===== config.mk =====
export PLATFORM = sky130hd
export DESIGN_NAME = sorted_set_operation_counter
export DESIGN_NICKNAME = d
export VERILOG_FILES = /design/src/rtl/core/ssoc_pkg.sv /design/src/rtl/core/ssoc_copies.sv /design/src/rtl/core/sorted_set_operation_counter.sv
export VERILOG_INCLUDE_DIRS = /design/src /design/src/rtl/core
export SDC_FILE = /design/constraint.sdc
export NUM_CORES = 1
export LEC_CHECK = 0
export BUFFER_PORTS_ARGS = -buffer_cell sky130_fd_sc_hd__buf_2
export CAP_MARGIN = 20
export CORE_ASPECT_RATIO = 2
export CORE_UTILIZATION = 35
export DETAILED_ROUTE_END_ITERATION = 8
export SLEW_MARGIN = 20
export SYNTH_ARGS = -nofsm -noshare
export SYNTH_HDL_FRONTEND = slang
export SYNTH_SLANG_ARGS = --single-unit

===== constraint.sdc =====
create_clock -name clk -period 24.7 [get_ports clk]
set_clock_uncertainty 0.1 [all_clocks]
set_input_delay 2.47 -clock clk [delete_from_list [all_inputs] [get_ports clk]]
set_output_delay 2.47 -clock clk [all_outputs]
set_load 0.02 [all_outputs]

===== src/rtl/core/sorted_set_operation_counter_assert.svh =====
// Assertion macros for the sorted set-operation counter.
// No dependencies; included by the files that carry assertions.
`ifndef SORTED_SET_OPERATION_COUNTER_ASSERT_SVH
`define SORTED_SET_OPERATION_COUNTER_ASSERT_SVH

// Same-cycle implication, disabled during reset.
`define SSOC_ASSERT_NOW(label, clk, rst_n, cond, prop, msg) \
    label: assert property (@(posedge clk) disable iff (!rst_n) (cond) |-> (prop)) \
        else $error(msg);

// Next-cycle implication, disabled during reset.
`define SSOC_ASSERT_NEXT(label, clk, rst_n, cond, prop, msg) \
    label: assert property (@(posedge clk) disable iff (!rst_n) (cond) |=> (prop)) \
        else $error(msg);

`endif


===== src/rtl/core/ssoc_pkg.sv =====
// Shared types and constants for the sorted set-operation counter.
// No dependencies.
package ssoc_pkg;

    localparam int OP_WIDTH  = 3;
    localparam int RES_DEPTH = 4;

    localparam logic [OP_WIDTH-1:0] OP_INTERSECT     = 3'd0;
    localparam logic [OP_WIDTH-1:0] OP_INTERSECT_ALL = 3'd1;
    localparam logic [OP_WIDTH-1:0] OP_EXCEPT        = 3'd2;
    localparam logic [OP_WIDTH-1:0] OP_EXCEPT_ALL    = 3'd3;
    localparam logic [OP_WIDTH-1:0] OP_COMBINE       = 3'd4;

    typedef struct packed {
        logic [31:0] group_key;
        logic        side;
        logic        stream_end;
    } tuple_t;

    typedef struct packed {
        logic [31:0] result_key;
        logic [31:0] copies;
        logic        end_of_run;
    } result_t;

endpackage


===== src/rtl/core/ssoc_copies.sv =====
// Copy-count selection for one closing group under the set operation.
// Depends on ssoc_pkg.
module ssoc_copies #(
    parameter int COUNT_WIDTH = 32
) (
    input  logic [ssoc_pkg::OP_WIDTH-1:0] set_operation,
    input  logic [COUNT_WIDTH-1:0]        left_count,
    input  logic [COUNT_WIDTH-1:0]        right_count,
    output logic [31:0]                   copies,
    output logic                          nonzero
);

    logic [COUNT_WIDTH-1:0] n;
    logic                   left_lt;

    assign left_lt = left_count < right_count;

    always_comb
    begin
        case (set_operation)
            ssoc_pkg::OP_INTERSECT:
                n = (left_count != '0 && right_count != '0) ? COUNT_WIDTH'(1) : '0;
            ssoc_pkg::OP_INTERSECT_ALL:
                n = left_lt ? left_count : right_count;
            ssoc_pkg::OP_EXCEPT:
                n = (left_count != '0 && right_count == '0) ? COUNT_WIDTH'(1) : '0;
            ssoc_pkg::OP_EXCEPT_ALL:
                n = left_lt ? '0 : left_count - right_count;
            ssoc_pkg::OP_COMBINE:
                n = COUNT_WIDTH'(1);
            default:
                n = '0;
        endcase
    end

    // clamp to the 32-bit result field
    assign copies  = (64'(n) > 64'hFFFF_FFFF) ? 32'hFFFF_FFFF : 32'(n);
    assign nonzero = n != '0;

endmodule


===== src/rtl/core/sorted_set_operation_counter.sv =====
// Path: a tuple passes the input register and then the result queue before its first result is offered.
// Throughput: one tuple per cycle while the result queue holds at most two results; a tuple
// closing two groups costs two result transactions, buffered in a four-entry queue.
// Reset (rst_n low, asynchronous) empties the queue, closes the group, clears
// the counters and sets the operation to intersect.
// Depends on ssoc_pkg, ssoc_copies and sorted_set_operation_counter_assert.svh.
`include "sorted_set_operation_counter_assert.svh"

module sorted_set_operation_counter #(
    parameter int KEY_WIDTH   = 32,
    parameter int COUNT_WIDTH = 32
) (
    input  logic                          clk,
    input  logic                          rst_n,
    input  logic                          cfg_write,
    input  logic [ssoc_pkg::OP_WIDTH-1:0] cfg_data,
    input  logic                          tuple_valid,
    output logic                          tuple_stall,
    input  ssoc_pkg::tuple_t              tuple_data,
    output logic                          result_valid,
    input  logic                          result_stall,
    output ssoc_pkg::result_t             result_data
);

    localparam int KW    = (KEY_WIDTH < 32) ? KEY_WIDTH : 32;
    localparam int PTR_W = $clog2(ssoc_pkg::RES_DEPTH);
    localparam int CNT_W = $clog2(ssoc_pkg::RES_DEPTH + 1);

    logic [ssoc_pkg::OP_WIDTH-1:0] set_op_reg;

    logic             in_valid_reg;
    ssoc_pkg::tuple_t in_reg;

    logic [KW-1:0]          key_reg,   key_next;
    logic [COUNT_WIDTH-1:0] left_reg,  left_next;
    logic [COUNT_WIDTH-1:0] right_reg, right_next;
    logic                   open_reg,  open_next;

    ssoc_pkg::result_t  queue_reg [ssoc_pkg::RES_DEPTH];
    logic [PTR_W-1:0]   rd_ptr_reg, wr_ptr_reg;
    logic [CNT_W-1:0]   count_reg,  count_next;

    logic [KW-1:0]          in_key;
    logic                   proc, close_old, fresh, pop;
    logic [COUNT_WIDTH-1:0] base_l, base_r;
    logic [31:0]            copies_old, copies_new;
    logic                   nz_old, nz_new, r0_valid, r1_valid;
    ssoc_pkg::result_t      r0, r1, first;
    logic [1:0]             push_n;

    // group logic
    assign in_key    = in_reg.group_key[KW-1:0];
    assign proc      = in_valid_reg && (count_reg <= CNT_W'(ssoc_pkg::RES_DEPTH - 2));
    assign close_old = open_reg && (in_key != key_reg);
    assign fresh     = !open_reg || close_old;
    assign base_l    = fresh ? '0 : left_reg;
    assign base_r    = fresh ? '0 : right_reg;

    always_comb
    begin
        key_next   = fresh ? in_key : key_reg;
        left_next  = base_l;
        right_next = base_r;
        if (in_reg.side)
            right_next = (base_r == '1) ? base_r : base_r + COUNT_WIDTH'(1);
        else
            left_next = (base_l == '1) ? base_l : base_l + COUNT_WIDTH'(1);
        open_next = !in_reg.stream_end;
    end

    ssoc_copies #(.COUNT_WIDTH(COUNT_WIDTH)) u_copies_old (
        .set_operation (set_op_reg),
        .left_count    (left_reg),
        .right_count   (right_reg),
        .copies        (copies_old),
        .nonzero       (nz_old)
    );

    ssoc_copies #(.COUNT_WIDTH(COUNT_WIDTH)) u_copies_new (
        .set_operation (set_op_reg),
        .left_count    (left_next),
        .right_count   (right_next),
        .copies        (copies_new),
        .nonzero       (nz_new)
    );

    assign r0_valid = close_old && nz_old;
    assign r1_valid = in_reg.stream_end && nz_new;

    always_comb
    begin
        r0.result_key = 32'(key_reg);
        r0.copies     = copies_old;
        r0.end_of_run = !r1_valid;
        r1.result_key = 32'(key_next);
        r1.copies     = copies_new;
        r1.end_of_run = 1'b1;
        first         = r0_valid ? r0 : r1;
        push_n        = proc ? (2'(r0_valid) + 2'(r1_valid)) : 2'd0;
    end

    // result queue
    assign pop          = result_valid && !result_stall;
    assign result_valid = count_reg != '0;
    assign result_data  = queue_reg[rd_ptr_reg];
    assign count_next   = count_reg + CNT_W'(push_n) - CNT_W'(pop);

    // input register
    assign tuple_stall = in_valid_reg && !proc;

    always_ff @(posedge clk or negedge rst_n)
    begin
        if (!rst_n)
        begin
            set_op_reg   <= ssoc_pkg::OP_INTERSECT;
            in_valid_reg <= 1'b0;
            key_reg      <= '0;
            left_reg     <= '0;
            right_reg    <= '0;
            open_reg     <= 1'b0;
            rd_ptr_reg   <= '0;
            wr_ptr_reg   <= '0;
            count_reg    <= '0;
        end
        else
        begin
            if (cfg_write)
                set_op_reg <= cfg_data;
            if (!tuple_stall)
                in_valid_reg <= tuple_valid;
            if (proc)
            begin
                key_reg   <= key_next;
                left_reg  <= left_next;
                right_reg <= right_next;
                open_reg  <= open_next;
            end
            if (pop)
                rd_ptr_reg <= rd_ptr_reg + PTR_W'(1);
            wr_ptr_reg <= wr_ptr_reg + PTR_W'(push_n);
            count_reg  <= count_next;
        end
    end

    always_ff @(posedge clk)
    begin
        if (!tuple_stall && tuple_valid)
            in_reg <= tuple_data;
        if (push_n != 2'd0)
            queue_reg[wr_ptr_reg] <= first;
        if (push_n == 2'd2)
            queue_reg[wr_ptr_reg + PTR_W'(1)] <= r1;
    end

    `SSOC_ASSERT_NOW(a_queue_bound, clk, rst_n, 1'b1,
        count_reg <= CNT_W'(ssoc_pkg::RES_DEPTH), "result queue overfilled")
    `SSOC_ASSERT_NEXT(a_end_closes, clk, rst_n, proc && in_reg.stream_end,
        !open_reg, "group left open after stream end")
    `SSOC_ASSERT_NEXT(a_pop_drains, clk, rst_n, pop && !proc,
        count_reg == $past(count_reg) - CNT_W'(1), "queue count lost a result")

endmodule


Yosys cells after proc, flatten, opt, wreduce, memory -nomap -nowiden
Memory sizes are Yosys's and may differ from the RTL's. Cells that the tools add are included. Widths: inputs -> output; s select.

Add/sub/neg operators: 10. Multiply operators: 0. Divide/modulo/power cells: 0. Magnitude comparators: 3. Equal/unequal tests: 8. Shift-type cells: 0. Muxes and demuxes: 23. Bitwise gates (word level): 0. Reduce and logical (&&, ||, !) cells: 29.

Operator list (count): $mux 32 (11); $pmux 32 s5 (2); $reduce_bool 32->1 (6); $mux 65 (1); $add 32x1->32 const B (2); $eq 32x32->1 const B (2); $logic_not 32->1 (2); $lt 32x32->1 (2); $sub 32x32->32 (2); $ne 32x32->1 (1); $logic_and 1x1->1 (11); $mux 1 (8); $eq 3x2->1 const B (2); $logic_not 1->1 (6); $add 2x1->2 const B (2); $add 3x2->3 (1); $eq 3x1->1 const B (1); $eq 3x3->1 const B (1); $le 3x2->1 const B (1); $logic_not 3->1 (1); $reduce_bool 3->1 (1); $sub 3x1->3 (1); $add 1x1->2 (1); $add 2x2->2 (1); 4 further kinds (4).

Bits in registers: 142. Bits in latches: 0. Memory bits (writable): 260. Memory bits (read-only): 0. Input bits: 42. Logic and storage cells: 86. Memories kept: 1.

Memories: queue_reg (depth 4, bits a word 65, read ports 1, clocked after memory_dff 0, write ports 2, line sorted_set_operation_counter.sv:39) `ssoc_pkg::result_t queue_reg [ssoc_pkg::RES_DEPTH];`.

Longest topological paths before layout
Depth after elaboration: 18. Depth in mapped cells: 45. Gate-level depth less buffers: 40.

Modules after synthesis
Synthesis repeated with hierarchy kept, for this count alone.

Cell total of the unflattened synthesis: 2407. Area, all modules: 25757.2 um^2.

By module, submodules not included: sorted_set_operation_counter (instances 1, cells each 1581, area each 20204.4 um^2, sequential area each 11491.0 um^2); ssoc_copies (instances 2, cells each 413, area each 2776.4 um^2, sequential area each 0.0 um^2).

Worst setup path after synthesis
Ideal clock, no wire load.

Kind: register -> register. Start point: register in_reg, in the netlist in_key[24]. End point: memory queue_reg[2][10] in the netlist's numbering (enable). Library setup time: 0.424 ns. Arrival: 10.639 ns. Required time: 24.176 ns. Setup slack: 13.538 ns. Cell stages (with the launch flop): 42. Path buffers: 9. Clock period less this slack: 11.162 ns. Cells stage by stage: edfxtp_1 clkbuf_1 xor2_1 nor4_1 nand4_1 nor3_1 clkbuf_1 clkbuf_1 and2_1 ha_1 inv_1 or4_1 o41ai_2 nor3_1 xnor2_1 nand2_1 inv_1 ha_1 (+6 left out) o32ai_2 nor4_1 a31oi_1 buf_2 buf_2 clkbuf_1 o21ai_0 a22oi_1 nand4b_1 nor4_1 a41oi_1 ha_1 o21ai_0 or3b_2 clkbuf_1 clkbuf_1 clkbuf_1 nand2_1.

RTL lines: start, declared (line sorted_set_operation_counter.sv:32) `ssoc_pkg::tuple_t in_reg;`; start signal, assigned (line sorted_set_operation_counter.sv:148) `in_reg <= tuple_data;`; end, declared (line sorted_set_operation_counter.sv:39).

==> flow_summary.ini <==
[timing]
slew_viol_final = 0
finalCriticalPeriod_ps = 13750
max_slew_margin_pct = 21.6
hold_viol_final = 0
final.setup.tns_ps = 0
fmax_mhz = 72.7
rsz0062_at_grt = no
setup_viol = 0
finalCritPeriodShare_pct = 55.7
worstMarginPinSlew_ps = 1170
hold_ws_ps = 391

[worst_setup_path]
timing.rr.end = queue_reg[0][36]
cp.buffers_inverters = 6
max_stage_delay_ps = 830
reg2reg_from = in_key[5]
cp-end-kind = register
critPathLaunchType = register
path_class = reg -> reg
crit_fanout = 64
r2r_slack_ps = 10950
worst_ep_arrival_time_ps = 13820
r2r_cells = 37
crit_family = simple AND/OR/NAND/NOR gates
cp.required_ps = 24770
crit_start = in_key[5]
slowest_stage = nand2_4

[cts]
htreeDepth = 2
cts_tree = built
clkTransAtPathRegs_ps = 70
post-cts-setup-buffers = 0
root_buffer = clkbuf_16
cts_resized = 0
cts_made_buffers = 37
clk-insertion-delay-late_ps = 570
cts.sinks = 402
cts_max_path_buffers = 3
hold_buffers = 0

[placed_design]
numPortBuffers = 108
place_congestion = 1.06
hpwl_um = 75600

[yosys]
ys.flop_type = edfxtp_1
synth_edf_count = 290
ys_seq_area_share_pct = 46.0
yosys.area.top_type = edfxtp_1
synth_top_family_by_area = compound AO/OA/AOI/OAI gates
synthMuxAreaShare_pct = 10.1
synth_top_cell_area_share_pct = 34.8
synthSimpleGateAreaFrac_pct = 15.0
ys_ff_latch = 402
synth_xor_area_share_pct = 5.15
synth_area_mm2 = 0.0250
syn_inst = 2531
synth.avg_cell_area_um2 = 9.88
synth.distinct_cells = 77
yosysWarnings = 0
synth-adder-area-share_pct = 3.76
async_flop_share_pct = 26.9
ys_top_cells_by_area = edfxtp_1, dfrtp_1, nand2_1
syn_nets = 2647
yosysMostFrequentCell = nand2_1
synth_top_cells_by_count = nand2_1, edfxtp_1, o21ai_0, clkbuf_1, o22ai_1
synth_compound_area_share_pct = 15.4

[power_and_ir_drop]
p_total_mw = 2.65
power.leakage_nw = 10.4
p_per_area_mw_per_mm2 = 95.8
ir_drop_mv = 0.0900

[grt]
grt_pass1_vias = 21073
antenna_found_initial = 4
grt_usage_pct = 28.5
grt_pass1_wl_um = 148000
grt-ovfl-total = 0
grt_start_max_net_pins = 91

[hold_path]
whs_path_depth = 2
min_to = queue_reg[3][0]
holdCritStartpoint = queue_reg[3][0]
worstHoldPathType = reg -> reg

[floorplanning]
initial_core_util_pct = 35.3
fp.dieH_um = 380
die_w_um = 191
rows = 138
core_mm2 = 0.0708
die_area_mm2 = 0.0726
io_pins = 109

[route]
drt_iter0_drc = 1784
dr.pass1.iters = 5
wl_um = 104000
vias = 21127
drc = 0
antenna_left = 0
post_drt_wl_per_cell_um = 30.1
vias_per_cell = 6.09

[outcome]
status = finished clean

[final_layout]
seqCellArea_mm2 = 0.0115
fillers = 6950
final_layout_size_suffix_gt1_share_pct = 13.2
multi_input_comb_area_mm2 = 0.0125
fin_nets = 2642
area_delta_synth_final_pct = 10.5
largest_reg_flops = 260

[flow_run]
maxCapViolCount = 0
[per-layer routing]
metal,GRT usage [%],routed length [µm],vias up
li1,-,-,9306
met1,27.3,32700,10417
met2,51.5,54300,1033
met3,4.24,6100,367
met4,25.3,11100,4
met5,0,23,-
[layout make-up]
class	count	share of cell area, %
inverters	96	1.30
flip-flops and latches	402	41.6
multi-input cells	1837	45.3
diodes	3	0.0272
clock inverters	24	0.711
well taps	910	4.12
clock buffers	44	3.59
repair buffers	152	3.35
[placed cells by master (no fill, tap or decap), types with 13 or more instances in the layout]
cell / n
o21a_1: 17
dfrtp_1: 106
a21oi_1: 67
mux4_2: 65
xnor2_1: 76
buf_4: 41
a21o_1: 44
clkbuf_16: 37
mux2i_1: 72
nor4_1: 39
nand2_1: 438
nand3_1: 41
or3_1: 13
o22ai_1: 141
and3_1: 15
ha_1: 72
a31oi_1: 16
nand2b_1: 18
edfxtp_1: 290
mux2_4: 15
nand4_1: 39
a22oi_1: 23
xor2_1: 71
buf_2: 107
o21ai_0: 243
inv_1: 96
nor3_1: 33
nor2_1: 108
[through the flow]
stage               std cells  area [µm²]  util, %  setup slack [ps]
floorplan                2531       25000        -             13540
global placement         3392       26300     37.2             10750
detailed placement       3396       26400     37.3             11270
CTS                      3464       27600     39.0             11200
global route             3465       27600     39.0             10440
finish                   3468       27600     39.0             10950
[report_power, final]
group          internal [mW]  switching (mW)  leakage [nW]
logic                  0.366           0.723          5.59
registers              0.869           0.104          4.20
clock network          0.311           0.273         0.587
[worst register-to-register path, delay by kind of cell (launching register included)]
kind | cells | cell delay [ps]
compound gates | 9 | 3220
flops | 1 | 500
xor+xnor | 2 | 400
simple gates | 17 | 6360
fa+ha+maj | 3 | 1110
buf+inv | 6 | 1650
[worst max path at each step]
| stage | endpoint | slack, ps | depth (start not counted) |
|---|---|---|---|
| 5_1_grt | queue_reg[0][34] | 10440 | 37 |
| 3_5_place_dp | queue_reg[0][63] | 11270 | 37 |
| 4_1_cts | queue_reg[0][34] | 11200 | 37 |
| 2_1_floorplan | queue_reg[2][10] | 13540 | 41 |
| 3_3_place_gp | queue_reg[0][20] | 10750 | 38 |
| 6_report | queue_reg[0][36] | 10950 | 37 |
[logic make-up after synthesis]
group,after synthesis
buffers and inverters,292
flip-flops,402
adder cells (fa/ha/maj),74
AO/OA/AOI/OAI,630
XOR/XNOR,147
multiplexers,163
AND/OR/NAND/NOR,823
(Power assumes the default switching activity.)
